File: src/rtl/core/tdpe_pkg.sv
`timescale 1ns / 1ps

package tdpe_pkg;

	localparam int VALUE_BITS_DEF = 32;
	localparam int MAX_INDEX_DEF  = 1048575;
	localparam int FIELD_W        = 32;
	localparam int STEP_W         = 5;

	typedef logic [STEP_W-1:0] step_t;

	typedef enum logic [3:0] {
		C_NEVER,
		C_ALWAYS,
		C_NO_BEAT,
		C_KIND1,
		C_LT2,
		C_EQ2,
		C_EVEN,
		C_SQ_GT,
		C_MOD_BUSY,
		C_REM_ZERO,
		C_IDX_BAD,
		C_IDX_ZERO,
		C_FOUND_EQ,
		C_AT_LIMIT
	} cond_t;

	typedef enum logic [2:0] {
		E_NONE,
		E_TEST_PASS,
		E_TEST_FAIL,
		E_NTH,
		E_TWO,
		E_BAD
	} emit_t;

	typedef struct packed {
		cond_t cond;
		step_t target;
		logic  accept;
		logic  ld_cand3;
		logic  init_div;
		logic  start_mod;
		logic  next_div;
		logic  next_cand;
		logic  inc_found;
		emit_t emit;
	} uword_t;

	typedef struct packed {
		logic busy;
		logic rem_zero;
	} mod_status_t;

	localparam step_t S_WAIT      = step_t'(0);
	localparam step_t S_DISPATCH  = step_t'(1);
	localparam step_t S_TEST      = step_t'(2);
	localparam step_t S_TEST_EQ2  = step_t'(3);
	localparam step_t S_TEST_EVEN = step_t'(4);
	localparam step_t S_INIT_DIV  = step_t'(5);
	localparam step_t S_LOOP      = step_t'(6);
	localparam step_t S_START_MOD = step_t'(7);
	localparam step_t S_MOD_WAIT  = step_t'(8);
	localparam step_t S_MOD_CHECK = step_t'(9);
	localparam step_t S_LOOP_BACK = step_t'(10);
	localparam step_t S_PRIME     = step_t'(11);
	localparam step_t S_EMIT_PASS = step_t'(12);
	localparam step_t S_COMPOSITE = step_t'(13);
	localparam step_t S_EMIT_FAIL = step_t'(14);
	localparam step_t S_NTH       = step_t'(15);
	localparam step_t S_NTH_ZERO  = step_t'(16);
	localparam step_t S_NTH_INIT  = step_t'(17);
	localparam step_t S_NTH_FOUND = step_t'(18);
	localparam step_t S_NTH_COUNT = step_t'(19);
	localparam step_t S_NTH_NEXT  = step_t'(20);
	localparam step_t S_NTH_STEP  = step_t'(21);
	localparam step_t S_EMIT_NTH  = step_t'(22);
	localparam step_t S_EMIT_TWO  = step_t'(23);
	localparam step_t S_EMIT_BAD  = step_t'(24);

	function automatic uword_t ucode(step_t s);
		uword_t w;
		w.cond      = C_NEVER;
		w.target    = S_WAIT;
		w.accept    = 1'b0;
		w.ld_cand3  = 1'b0;
		w.init_div  = 1'b0;
		w.start_mod = 1'b0;
		w.next_div  = 1'b0;
		w.next_cand = 1'b0;
		w.inc_found = 1'b0;
		w.emit      = E_NONE;
		unique case (s)
			S_WAIT: begin
				w.accept = 1'b1;
				w.cond   = C_NO_BEAT;
				w.target = S_WAIT;
			end
			S_DISPATCH: begin
				w.cond   = C_KIND1;
				w.target = S_NTH;
			end
			S_TEST: begin
				w.cond   = C_LT2;
				w.target = S_COMPOSITE;
			end
			S_TEST_EQ2: begin
				w.cond   = C_EQ2;
				w.target = S_PRIME;
			end
			S_TEST_EVEN: begin
				w.cond   = C_EVEN;
				w.target = S_COMPOSITE;
			end
			S_INIT_DIV: begin
				w.init_div = 1'b1;
			end
			S_LOOP: begin
				w.cond   = C_SQ_GT;
				w.target = S_PRIME;
			end
			S_START_MOD: begin
				w.start_mod = 1'b1;
			end
			S_MOD_WAIT: begin
				w.cond   = C_MOD_BUSY;
				w.target = S_MOD_WAIT;
			end
			S_MOD_CHECK: begin
				w.cond     = C_REM_ZERO;
				w.target   = S_COMPOSITE;
				w.next_div = 1'b1;
			end
			S_LOOP_BACK: begin
				w.cond   = C_ALWAYS;
				w.target = S_LOOP;
			end
			S_PRIME: begin
				w.cond   = C_KIND1;
				w.target = S_NTH_FOUND;
			end
			S_EMIT_PASS: begin
				w.emit   = E_TEST_PASS;
				w.cond   = C_ALWAYS;
				w.target = S_WAIT;
			end
			S_COMPOSITE: begin
				w.cond   = C_KIND1;
				w.target = S_NTH_NEXT;
			end
			S_EMIT_FAIL: begin
				w.emit   = E_TEST_FAIL;
				w.cond   = C_ALWAYS;
				w.target = S_WAIT;
			end
			S_NTH: begin
				w.cond   = C_IDX_BAD;
				w.target = S_EMIT_BAD;
			end
			S_NTH_ZERO: begin
				w.cond   = C_IDX_ZERO;
				w.target = S_EMIT_TWO;
			end
			S_NTH_INIT: begin
				w.ld_cand3 = 1'b1;
				w.cond     = C_ALWAYS;
				w.target   = S_TEST;
			end
			S_NTH_FOUND: begin
				w.cond   = C_FOUND_EQ;
				w.target = S_EMIT_NTH;
			end
			S_NTH_COUNT: begin
				w.inc_found = 1'b1;
			end
			S_NTH_NEXT: begin
				w.cond   = C_AT_LIMIT;
				w.target = S_EMIT_BAD;
			end
			S_NTH_STEP: begin
				w.next_cand = 1'b1;
				w.cond      = C_ALWAYS;
				w.target    = S_TEST;
			end
			S_EMIT_NTH: begin
				w.emit   = E_NTH;
				w.cond   = C_ALWAYS;
				w.target = S_WAIT;
			end
			S_EMIT_TWO: begin
				w.emit   = E_TWO;
				w.cond   = C_ALWAYS;
				w.target = S_WAIT;
			end
			S_EMIT_BAD: begin
				w.emit   = E_BAD;
				w.cond   = C_ALWAYS;
				w.target = S_WAIT;
			end
			default: begin
				w.cond   = C_ALWAYS;
				w.target = S_WAIT;
			end
		endcase
		return w;
	endfunction

endpackage

File: src/rtl/core/tdpe_req_if.sv
`timescale 1ns / 1ps

interface tdpe_req_if;
	logic                         valid;
	logic                         ready;
	logic                         kind;
	logic [tdpe_pkg::FIELD_W-1:0] operand_value;

	modport source (output valid, kind, operand_value, input ready);
	modport sink (input valid, kind, operand_value, output ready);
endinterface

File: src/rtl/core/tdpe_rsp_if.sv
`timescale 1ns / 1ps

interface tdpe_rsp_if;
	logic                         valid;
	logic                         ready;
	logic                         is_prime_flag;
	logic [tdpe_pkg::FIELD_W-1:0] prime_value;
	logic                         index_too_large;

	modport source (output valid, is_prime_flag, prime_value, index_too_large, input ready);
	modport sink (input valid, is_prime_flag, prime_value, index_too_large, output ready);
endinterface

File: src/rtl/core/trial_division_prime_engine.sv
`timescale 1ns / 1ps
// Trial-division prime engine.
// Request channel (req): kind 0 tests operand_value for primality, kind 1 asks
// for the prime at zero-based index operand_value. Response channel (rsp):
// one beat per request with is_prime_flag, prime_value and index_too_large.
// Both channels use valid/ready; a beat moves when both are high.
// A small microcode program sequences the work, one control word per cycle
// except while it holds on a full output register. Each odd trial divisor
// goes through the bit-serial remainder unit, which is VB bits wide, where VB
// is min(VALUE_BITS, 32). A kind 1 search repeats a kind 0 test for every odd
// candidate up to the requested prime. Out-of-range indices are answered
// without a search. One request is worked on at a time.
// The result sits in an output register: a new request is taken while the
// previous result still waits, and the engine only holds when it needs to
// write the next result into a register that is still full.
// Reset clears the sequencer and the output valid; no state lives between
// requests.
module trial_division_prime_engine #(
	parameter int VALUE_BITS = tdpe_pkg::VALUE_BITS_DEF,
	parameter int MAX_INDEX  = tdpe_pkg::MAX_INDEX_DEF
) (
	input logic        clk,
	input logic        arst_n,
	tdpe_req_if.sink   req,
	tdpe_rsp_if.source rsp
);

	localparam int VB   = (VALUE_BITS > 32) ? 32 : VALUE_BITS;
	localparam int SQ_W = 2 * VB;
	localparam int FW   = (MAX_INDEX > 1) ? $clog2(MAX_INDEX + 1) : 1;
	localparam int FD_W = tdpe_pkg::FIELD_W;

	tdpe_pkg::step_t       step_q;
	tdpe_pkg::uword_t      uw;
	tdpe_pkg::mod_status_t mod_st;

	logic            kind_q;
	logic [FD_W-1:0] opnd_q;
	logic [VB-1:0]   cand_q;
	logic [VB-1:0]   div_q;
	logic [SQ_W-1:0] sq_q;
	logic [FW-1:0]   found_q;

	logic            rsp_valid_q;
	logic            flag_q;
	logic [FD_W-1:0] value_q;
	logic            too_large_q;

	logic beat_in;
	logic stall;
	logic cond_hit;
	logic go;

	assign uw      = tdpe_pkg::ucode(step_q);
	assign beat_in = req.valid && req.ready;
	assign stall   = (uw.emit != tdpe_pkg::E_NONE) && rsp_valid_q && !rsp.ready;
	assign go      = !stall;

	always_comb begin
		unique case (uw.cond)
			tdpe_pkg::C_NEVER:    cond_hit = 1'b0;
			tdpe_pkg::C_ALWAYS:   cond_hit = 1'b1;
			tdpe_pkg::C_NO_BEAT:  cond_hit = !beat_in;
			tdpe_pkg::C_KIND1:    cond_hit = kind_q;
			tdpe_pkg::C_LT2:      cond_hit = (cand_q < VB'(2));
			tdpe_pkg::C_EQ2:      cond_hit = (cand_q == VB'(2));
			tdpe_pkg::C_EVEN:     cond_hit = !cand_q[0];
			tdpe_pkg::C_SQ_GT:    cond_hit = (sq_q > SQ_W'(cand_q));
			tdpe_pkg::C_MOD_BUSY: cond_hit = mod_st.busy;
			tdpe_pkg::C_REM_ZERO: cond_hit = mod_st.rem_zero;
			tdpe_pkg::C_IDX_BAD:  cond_hit = (opnd_q > FD_W'(MAX_INDEX));
			tdpe_pkg::C_IDX_ZERO: cond_hit = (opnd_q == '0);
			tdpe_pkg::C_FOUND_EQ: cond_hit = (FD_W'(found_q) == opnd_q);
			tdpe_pkg::C_AT_LIMIT: cond_hit = &cand_q[VB-1:1];
			default:              cond_hit = 1'b0;
		endcase
	end

	assign req.ready = uw.accept;

	// sequencer and result valid
	always_ff @(posedge clk or negedge arst_n) begin
		if (!arst_n) begin
			step_q      <= tdpe_pkg::S_WAIT;
			rsp_valid_q <= 1'b0;
		end else begin
			if (go && (uw.emit != tdpe_pkg::E_NONE)) begin
				rsp_valid_q <= 1'b1;
			end else if (rsp.ready) begin
				rsp_valid_q <= 1'b0;
			end
			if (go) begin
				if (cond_hit) begin
					step_q <= uw.target;
				end else begin
					step_q <= step_q + tdpe_pkg::step_t'(1);
				end
			end
		end
	end

	// datapath
	always_ff @(posedge clk) begin
		if (uw.accept && beat_in) begin
			kind_q <= req.kind;
			opnd_q <= req.operand_value;
			cand_q <= req.operand_value[VB-1:0];
		end
		if (uw.ld_cand3) begin
			cand_q  <= VB'(3);
			found_q <= FW'(1);
		end
		if (uw.next_cand) begin
			cand_q <= cand_q + VB'(2);
		end
		if (uw.inc_found) begin
			found_q <= found_q + FW'(1);
		end
		if (uw.init_div) begin
			div_q <= VB'(3);
			sq_q  <= SQ_W'(9);
		end
		if (uw.next_div) begin
			// (d + 2)^2 = d^2 + 4d + 4
			div_q <= div_q + VB'(2);
			sq_q  <= sq_q + (SQ_W'(div_q) << 2) + SQ_W'(4);
		end
		if (go) begin
			unique case (uw.emit)
				tdpe_pkg::E_NONE: begin
				end
				tdpe_pkg::E_TEST_PASS: begin
					flag_q      <= 1'b1;
					value_q     <= FD_W'(cand_q);
					too_large_q <= 1'b0;
				end
				tdpe_pkg::E_TEST_FAIL: begin
					flag_q      <= 1'b0;
					value_q     <= FD_W'(cand_q);
					too_large_q <= 1'b0;
				end
				tdpe_pkg::E_NTH: begin
					flag_q      <= 1'b1;
					value_q     <= FD_W'(cand_q);
					too_large_q <= 1'b0;
				end
				tdpe_pkg::E_TWO: begin
					flag_q      <= 1'b1;
					value_q     <= FD_W'(2);
					too_large_q <= 1'b0;
				end
				tdpe_pkg::E_BAD: begin
					flag_q      <= 1'b1;
					value_q     <= '0;
					too_large_q <= 1'b1;
				end
				default: begin
				end
			endcase
		end
	end

	tdpe_mod_unit #(
		.W(VB)
	) u_mod (
		.clk      (clk),
		.arst_n   (arst_n),
		.start    (uw.start_mod),
		.dividend (cand_q),
		.divisor  (div_q),
		.status   (mod_st)
	);

	assign rsp.valid           = rsp_valid_q;
	assign rsp.is_prime_flag   = flag_q;
	assign rsp.prime_value     = value_q;
	assign rsp.index_too_large = too_large_q;

endmodule

File: src/rtl/core/tdpe_mod_unit.sv
`timescale 1ns / 1ps

module tdpe_mod_unit #(
	parameter int W = 32
) (
	input  logic                  clk,
	input  logic                  arst_n,
	input  logic                  start,
	input  logic [W-1:0]          dividend,
	input  logic [W-1:0]          divisor,
	output tdpe_pkg::mod_status_t status
);

	localparam int CNT_W = $clog2(W + 1);

	logic             busy_q;
	logic [CNT_W-1:0] cnt_q;
	logic [W-1:0]     rem_q;
	logic [W-1:0]     dvd_q;
	logic [W-1:0]     dsr_q;
	logic [W:0]       trial;
	logic [W:0]       diff;

	// one quotient bit per cycle, restoring
	assign trial = {rem_q, dvd_q[W-1]};
	assign diff  = trial - {1'b0, dsr_q};

	always_ff @(posedge clk or negedge arst_n) begin
		if (!arst_n) begin
			busy_q <= 1'b0;
			cnt_q  <= '0;
		end else if (start) begin
			busy_q <= 1'b1;
			cnt_q  <= CNT_W'(W);
		end else if (busy_q) begin
			cnt_q <= cnt_q - CNT_W'(1);
			if (cnt_q == CNT_W'(1)) begin
				busy_q <= 1'b0;
			end
		end
	end

	always_ff @(posedge clk) begin
		if (start) begin
			rem_q <= '0;
			dvd_q <= dividend;
			dsr_q <= divisor;
		end else if (busy_q) begin
			dvd_q <= {dvd_q[W-2:0], 1'b0};
			if (!diff[W]) begin
				rem_q <= diff[W-1:0];
			end else begin
				rem_q <= trial[W-1:0];
			end
		end
	end

	assign status.busy     = busy_q;
	assign status.rem_zero = (rem_q == '0);

endmodule

File: src/flat_wrapper.sv
// flat-port wrapper written by rule: the top's interface ports become plain ports
module trial_division_prime_engine_flat 
#(
	parameter int VALUE_BITS = tdpe_pkg::VALUE_BITS_DEF,
	parameter int MAX_INDEX  = tdpe_pkg::MAX_INDEX_DEF
)
  (clk, arst_n, req_valid, req_kind, req_operand_value, req_ready, rsp_valid, rsp_is_prime_flag, rsp_prime_value, rsp_index_too_large, rsp_ready);
  tdpe_req_if req_i ();
  tdpe_rsp_if rsp_i ();
  input logic clk;
  input logic arst_n;
  input wire logic [$bits(req_i.valid)-1:0] req_valid;
  input wire logic [$bits(req_i.kind)-1:0] req_kind;
  input wire logic [$bits(req_i.operand_value)-1:0] req_operand_value;
  output wire logic [$bits(req_i.ready)-1:0] req_ready;
  output wire logic [$bits(rsp_i.valid)-1:0] rsp_valid;
  output wire logic [$bits(rsp_i.is_prime_flag)-1:0] rsp_is_prime_flag;
  output wire logic [$bits(rsp_i.prime_value)-1:0] rsp_prime_value;
  output wire logic [$bits(rsp_i.index_too_large)-1:0] rsp_index_too_large;
  input wire logic [$bits(rsp_i.ready)-1:0] rsp_ready;
  assign req_i.valid = req_valid;
  assign req_i.kind = req_kind;
  assign req_i.operand_value = req_operand_value;
  assign req_ready = req_i.ready;
  assign rsp_valid = rsp_i.valid;
  assign rsp_is_prime_flag = rsp_i.is_prime_flag;
  assign rsp_prime_value = rsp_i.prime_value;
  assign rsp_index_too_large = rsp_i.index_too_large;
  assign rsp_i.ready = rsp_ready;
  trial_division_prime_engine #(.VALUE_BITS(VALUE_BITS), .MAX_INDEX(MAX_INDEX)) u_core (.clk(clk), .arst_n(arst_n), .req(req_i), .rsp(rsp_i));
endmodule
File: config.mk
export PLATFORM = sky130hd
export DESIGN_NAME = trial_division_prime_engine_flat
export DESIGN_NICKNAME = d
export VERILOG_FILES = /design/src/rtl/core/tdpe_pkg.sv /design/src/rtl/core/tdpe_req_if.sv /design/src/rtl/core/tdpe_rsp_if.sv /design/src/rtl/core/trial_division_prime_engine.sv /design/src/rtl/core/tdpe_mod_unit.sv /design/src/flat_wrapper.sv
export SDC_FILE = /design/constraint.sdc
export NUM_CORES = 1
export LEC_CHECK = 0
export BUFFER_PORTS_ARGS = -buffer_cell sky130_fd_sc_hd__buf_2
export CAP_MARGIN = 20
export CORE_UTILIZATION = 55
export DETAILED_ROUTE_END_ITERATION = 8
export GPL_TIMING_DRIVEN = 0
export MAX_ROUTING_LAYER = met4
export PLACE_DENSITY = 0.68
export SYNTH_ARGS = -nofsm -noshare
export SYNTH_HDL_FRONTEND = slang
export SYNTH_SLANG_ARGS = --single-unit
File: constraint.sdc
create_clock -name clk -period 11.3 [get_ports clk]
set_input_delay 0.565 -clock clk [delete_from_list [all_inputs] [get_ports clk]]
set_output_delay 0.565 -clock clk [all_outputs]
set_load 0.01 [all_outputs]
Word-level counts from Yosys, hierarchy flattened:

Cells that the tools add are included.

* $add $sub $neg: 8
* magnitude comparators: 3
* equal/unequal tests: 45
* multiplexer cells: 33
* bitwise operators: 1
* reduce and logical (&&, ||, !) cells: 30

Operators by type and width (number)
* $mux 32: 8
* $pmux 9 s17: 1
* $mux 64: 2
* $pmux 32 s3: 1
* $add 32x2->32 const B: 2
* $add 64x3->64 const B: 1
* $add 64x34->64: 1
* $gt 64x32->1: 1
* $logic_not 32->1: 2
* $eq 5x5->1 const B: 9
* $eq 5x4->1 const B: 8
* $mux 20: 2
* $sub 33x32->33: 1
* $eq 20x32->1: 1
* $eq 32x2->1 const B: 1
* $gt 32x20->1 const B: 1
* $lt 32x2->1 const B: 1
* $reduce_and 31->1: 1
* $eq 4x4->1 const B: 6
* $add 20x1->20 const B: 1
* $eq 5x3->1 const B: 4
* $eq 4x3->1 const B: 4
* $pmux 3 s5: 1
* $pmux 1 s13: 1
* 24 further kinds: 59

* register bits after elaboration: 324
* bits of input ports: 37

Depth between registers and ports, before layout:

* depth in word-level cells: 8
* depth in mapped cells: 13
* mapped depth without buffers: 12

Modules after synthesis:

A second synthesis with hierarchy kept.

* cell total of the unflattened synthesis: 1917
* area total of the unflattened synthesis: 19777.7 µm²

By module, submodules not included
* trial_division_prime_engine: instances 1, cells an instance 1343, area each 13660.6 µm², sequential area each 6486.2 µm²
* tdpe_mod_unit: instances 1, cells an instance 574, area each 6117.1 µm², sequential area each 2737.6 µm²

Least setup slack after synthesis:

No wires, ideal clock.

* path type: reg-to-reg
* start: register u_core.step_q[2]
* end: register u_core.div_q[10] (enable)
* setup time: 655 ps
* data arrival time: 7725 ps
* required time: 10645 ps
* slack: 2920 ps
* cell stages (with the launch flop): 8
* cells stage by stage: dfrtp_1 buf_6 clkbuf_1 buf_1 clkbuf_8 clkbuf_8 xnor2_1 nor3_1

* longest elaborated chain between the ends: 3

RTL lines
* start: declaration: RTL line trial_division_prime_engine.sv:33 `tdpe_pkg::step_t step_q;`
* start signal: assignment: RTL line trial_division_prime_engine.sv:84 `step_q <= tdpe_pkg::S_WAIT;`
* start signal: assignment: RTL line trial_division_prime_engine.sv:94 `step_q <= uw.target;`
* start signal: assignment: RTL line trial_division_prime_engine.sv:96 `step_q <= step_q + tdpe_pkg::step_t'(1);`
* $eq 5x4->1 or $eq 5x3->1 (tied branches): RTL line tdpe_pkg.sv:94 `unique case (s)`
* $mux 1: RTL line tdpe_pkg.sv:94
* $reduce_bool 2->1 (no source line) *
* end signal: assignment: RTL line trial_division_prime_engine.sv:125 `div_q <= div_q + VB'(2);`
* end: declaration: RTL line trial_division_prime_engine.sv:40 `logic [VB-1:0] div_q;`

Mark *: on every way between the ends. The rest lies on a longest branch, timed or not.
A chain may end at the register's enable or synchronous reset.

Worst setup path after layout:

* start: register u_core.div_q[2]
* end: register u_core.sq_q[60] (data pin)

* longest elaborated chain between the ends: 3

RTL lines
* $add 64x34->64: RTL line trial_division_prime_engine.sv:126 `sq_q <= sq_q + (SQ_W'(div_q) << 2) + SQ_W'(4);`
* $add 64x3->64: RTL line trial_division_prime_engine.sv:126
* $mux 64: RTL line trial_division_prime_engine.sv:123 `if (uw.next_div) begin`
* end signal: assignment: RTL line trial_division_prime_engine.sv:126
* end: declaration: RTL line trial_division_prime_engine.sv:41 `logic [SQ_W-1:0] sq_q;`

No other way between the ends.

==> flow_metrics.tcl <==
set metrics [dict create \
    ir_drop_uv 167 \
    die_h_um 190 \
    timing.fmax_mhz 252 \
    yosys-top-cells-area "edfxtp_1, ha_1, xnor2_1, o21ai_0, nand2_1" \
    synth_top_cell_area_share 0.424 \
    yosysSeqAreaShare 0.474 \
    drcViolationCount 0 \
    grt_first_pass_wirelength_mm 76.0 \
    synth_edf_count 274 \
    layout_worst_path_cycle_share 0.351 \
    outcome "finished clean" \
    hold_path.class "in2reg" \
    path_buf_inv 0 \
    numPortBuffers 72 \
    drt-total-wl_mm 48.3 \
    dr_total_vias 15100 \
    num-fill-cells 2855 \
    synth_top_area_cell "edfxtp_1" \
    fin_setup_tns_ps 0 \
    r2r-end "u_core.sq_q[60]$_SDFFCE_PN0P_" \
    yosysWarnings 0 \
    areaGrowthSynthToFinish_pct 12.5 \
    synth_cells 1899 \
    globalplace.congestion 0.940 \
    avgSynthCellArea_um2 10.2 \
    grt_max_degree 33 \
    avgViaCountPerCell 6.02 \
    period_needed_ps 3960 \
    rrSetupSlack_ps 7340 \
    startpoint_type "register" \
    grt_usage 0.277 \
    max_stage_delay_ps 640 \
    timing.rr.start "u_core.div_q[2]$_SDFFCE_PN0P_" \
    hold_violations 0 \
    diodes 0 \
    cp-end-kind "register" \
    worst_slew_pin_slew_ps 903 \
    ff2ff_path_depth 11 \
    drv_slew 0 \
    nNetsFinal 2195 \
    crit_cells 11 \
    cts_buffers 36 \
    synthArstFlopShare 0.0408 \
    core_um2 34600 \
    drtIter0Drc 1334 \
    worst_slew_margin_rel 0.394 \
    setup-violations-final 0 \
    syn_nets 2069 \
    hold_path_depth 1 \
    antenna_left 0 \
    rows 68 \
    htreeDepth 2 \
    dieArea_um2 36000 \
    place_hpwl_mm 36.4 \
    syn_area_um2 19400 \
    overflow 0 \
    clockRootBuffer "clkbuf_16" \
    worst_path_max_delay_cell "a2111oi_0" \
    cap_violations 0 \
    path_cells "ha_1 -> ha_1 -> a211oi_1 -> o21ai_1 -> a2111oi_0 -> o32a_1 -> nand2_2 -> o211a_4 -> o2111ai_4 -> a2111oi_1 -> mux2i_1" \
    cts.sinks 319 \
    firstDrtPassIters 5 \
    die_x_um 190 \
    crit_start "u_core.div_q[2]$_SDFFCE_PN0P_" \
    io_pins 73 \
    total_power_mw 6.04 \
    grt_pass1_vias 13900 \
    cts_tree "yes" \
    path_class "reg2reg" \
    leakagePower_nw 8.46 \
    rsz0062_at_grt "no" \
    clock_latency_ps 550 \
    ys_seq_elements 319 \
    cts_buffer_depth 3 \
    endpoint "u_core.sq_q[60]$_SDFFCE_PN0P_" \
    clk_pin_slew_ps 60 \
    fin_util 0.630 \
    antenna_found_initial 0 \
    cpMostUsedCell "ha_1" \
    finClkSkew_ps 17.0 \
    cp_data_arrival_time_ps 4230 \
    cts-resized-gates 0 \
    synth_top_flop_cell "edfxtp_1" \
    wire_per_inst_um 19.3 \
    cp_max_fo 9 \
    p_per_area_nw_per_um2 277 \
    start_util 0.560 \
    crit_required_ps 11560 \
    synth_cell_types 89 \
    cp_top_family "compound AO/OA/AOI/OAI gates" \
    drive_above_1_share 0.0979 \
]
cells in the final DEF (no fill, tap or decap), types with 30 or more instances in the layout:
master	netlist	layout
xor2_1	65	65
nand4_1	39	39
inv_1	94	94
clkbuf_1	45	48
nand3_1	63	63
nand2_1	180	180
a21o_1	51	51
ha_1	131	131
o21ai_0	145	145
nor2_1	136	135
edfxtp_1	274	274
and2_1	33	33
mux2i_1	41	41
nor4_1	41	41
dfxtp_1	32	32
xnor2_1	89	89
nor3_1	32	30
clkbuf_16	0	37
buf_2	2	74
a21oi_1	115	115
cells by family (layout without fill, tap and decap cells):
group,count (synthesis),in the layout,share of synthesized area
simple gates,646,646,0.166
mux,44,44,0.0231
flops,319,319,0.474
xor+xnor,155,155,0.0709
buf+inv,163,317,0.0366
compound gates,439,439,0.143
fa+ha+maj,133,133,0.0865
timing repair:
item	4_1_cts	5_1_grt
hold endpoints to repair	13	0
setup buffers	0	0
endpoints found under the setup margin	0	0
hold buffers	1	0
final cells by class:
class | instances | area [um^2] | share of cell area
buffer | 66 | 345 | 0.0158
clock buffer | 41 | 951 | 0.0436
clock inverter | 25 | 273 | 0.0125
inverter | 97 | 364 | 0.0167
multi-input combinational | 1417 | 9530 | 0.437
sequential | 319 | 9190 | 0.421
tap | 455 | 569 | 0.0261
timing repair buffer | 88 | 599 | 0.0275
worst min path at each step:
stage | end | slack, ps | from
2_1_floorplan | u_core.rsp.valid$_DFFE_PN0P_ | 270 | arst_n
3_3_place_gp | u_core.u_mod.cnt_q[2]$_DFFE_PN0P_ | 470 | arst_n
3_5_place_dp | u_core.u_mod.cnt_q[5]$_DFFE_PN0P_ | 470 | arst_n
4_1_cts | u_core.opnd_q[29]$_DFFE_PP_ | 190 | req_operand_value[29]
5_1_grt | u_core.opnd_q[22]$_DFFE_PP_ | 200 | req_operand_value[22]
6_report | u_core.opnd_q[29]$_DFFE_PP_ | 210 | req_operand_value[29]
routing by layer:
| metal | vias to the layer above | share of wire | track usage |
|---|---|---|---|
| met5 | - | 0 | - |
| met4 | 0 | 0.020 | 0.0779 |
| met3 | 69 | 0.066 | 0.0347 |
| met2 | 480 | 0.44 | 0.407 |
| met1 | 7313 | 0.47 | 0.403 |
| li1 | 7246 | - | - |
registers in the layout, summed over array words and instances, names as in the netlist, 5 cells and up:
register                flops
u_core.sq_q                61
u_core.cand_q              32
u_core.opnd_q              32
u_core.rsp.prime_value     32
u_core.u_mod.dvd_q         32
u_core.u_mod.rem_q         32
u_core.div_q               31
u_core.u_mod.dsr_q         31
u_core.found_q             20
u_core.u_mod.cnt_q          6
u_core.step_q               5
where the power goes:
group | switching [mW] | internal (mW)
registers | 0.308 | 1.75
logic | 1.60 | 1.16
clock network | 0.498 | 0.724
total | 2.41 | 3.63
Yosys cell counts (3+ instances only):
cell type / n
xor2_1: 65
a211oi_1: 18
o22ai_1: 4
nand2b_1: 23
clkbuf_8: 5
a221oi_1: 3
o31a_1: 4
nor4_1: 41
a22oi_1: 6
dfxtp_1: 32
a21o_1: 51
or3_1: 11
nand3_1: 63
or4_1: 7
a31oi_1: 10
buf_6: 4
and3_1: 25
o21ai_0: 145
nor2b_1: 16
nand4_1: 39
buf_1: 5
ha_1: 131
nor3_1: 32
and4_1: 12
o211ai_1: 11
o32a_1: 3
o21ai_1: 4
clkbuf_1: 45
nand2_1: 180
a21oi_1: 115
a31o_2: 5
dfrtp_1: 13
xnor2_1: 89
inv_1: 94
nor3b_1: 7
edfxtp_1: 274
mux2i_1: 41
o21bai_1: 7
o21a_1: 10
or2_2: 7
o31ai_1: 5
and2_1: 33
nor2_1: 136
a2111oi_0: 4
a21boi_0: 6
per-stage QoR:
step | instances | instance area (um^2) | hold WS (ps) | setup WS (ps)
final | 2508 | 21800 | 207 | 7340
after CTS | 2508 | 21800 | 189 | 7370
after global routing | 2508 | 21800 | 203 | 7160
after detailed placement | 2441 | 20600 | 475 | 7430
after global placement | 2426 | 20300 | 471 | -488
after floorplan | 1899 | 19400 | 269 | 2920
Power figures use the tool's default switching activity.
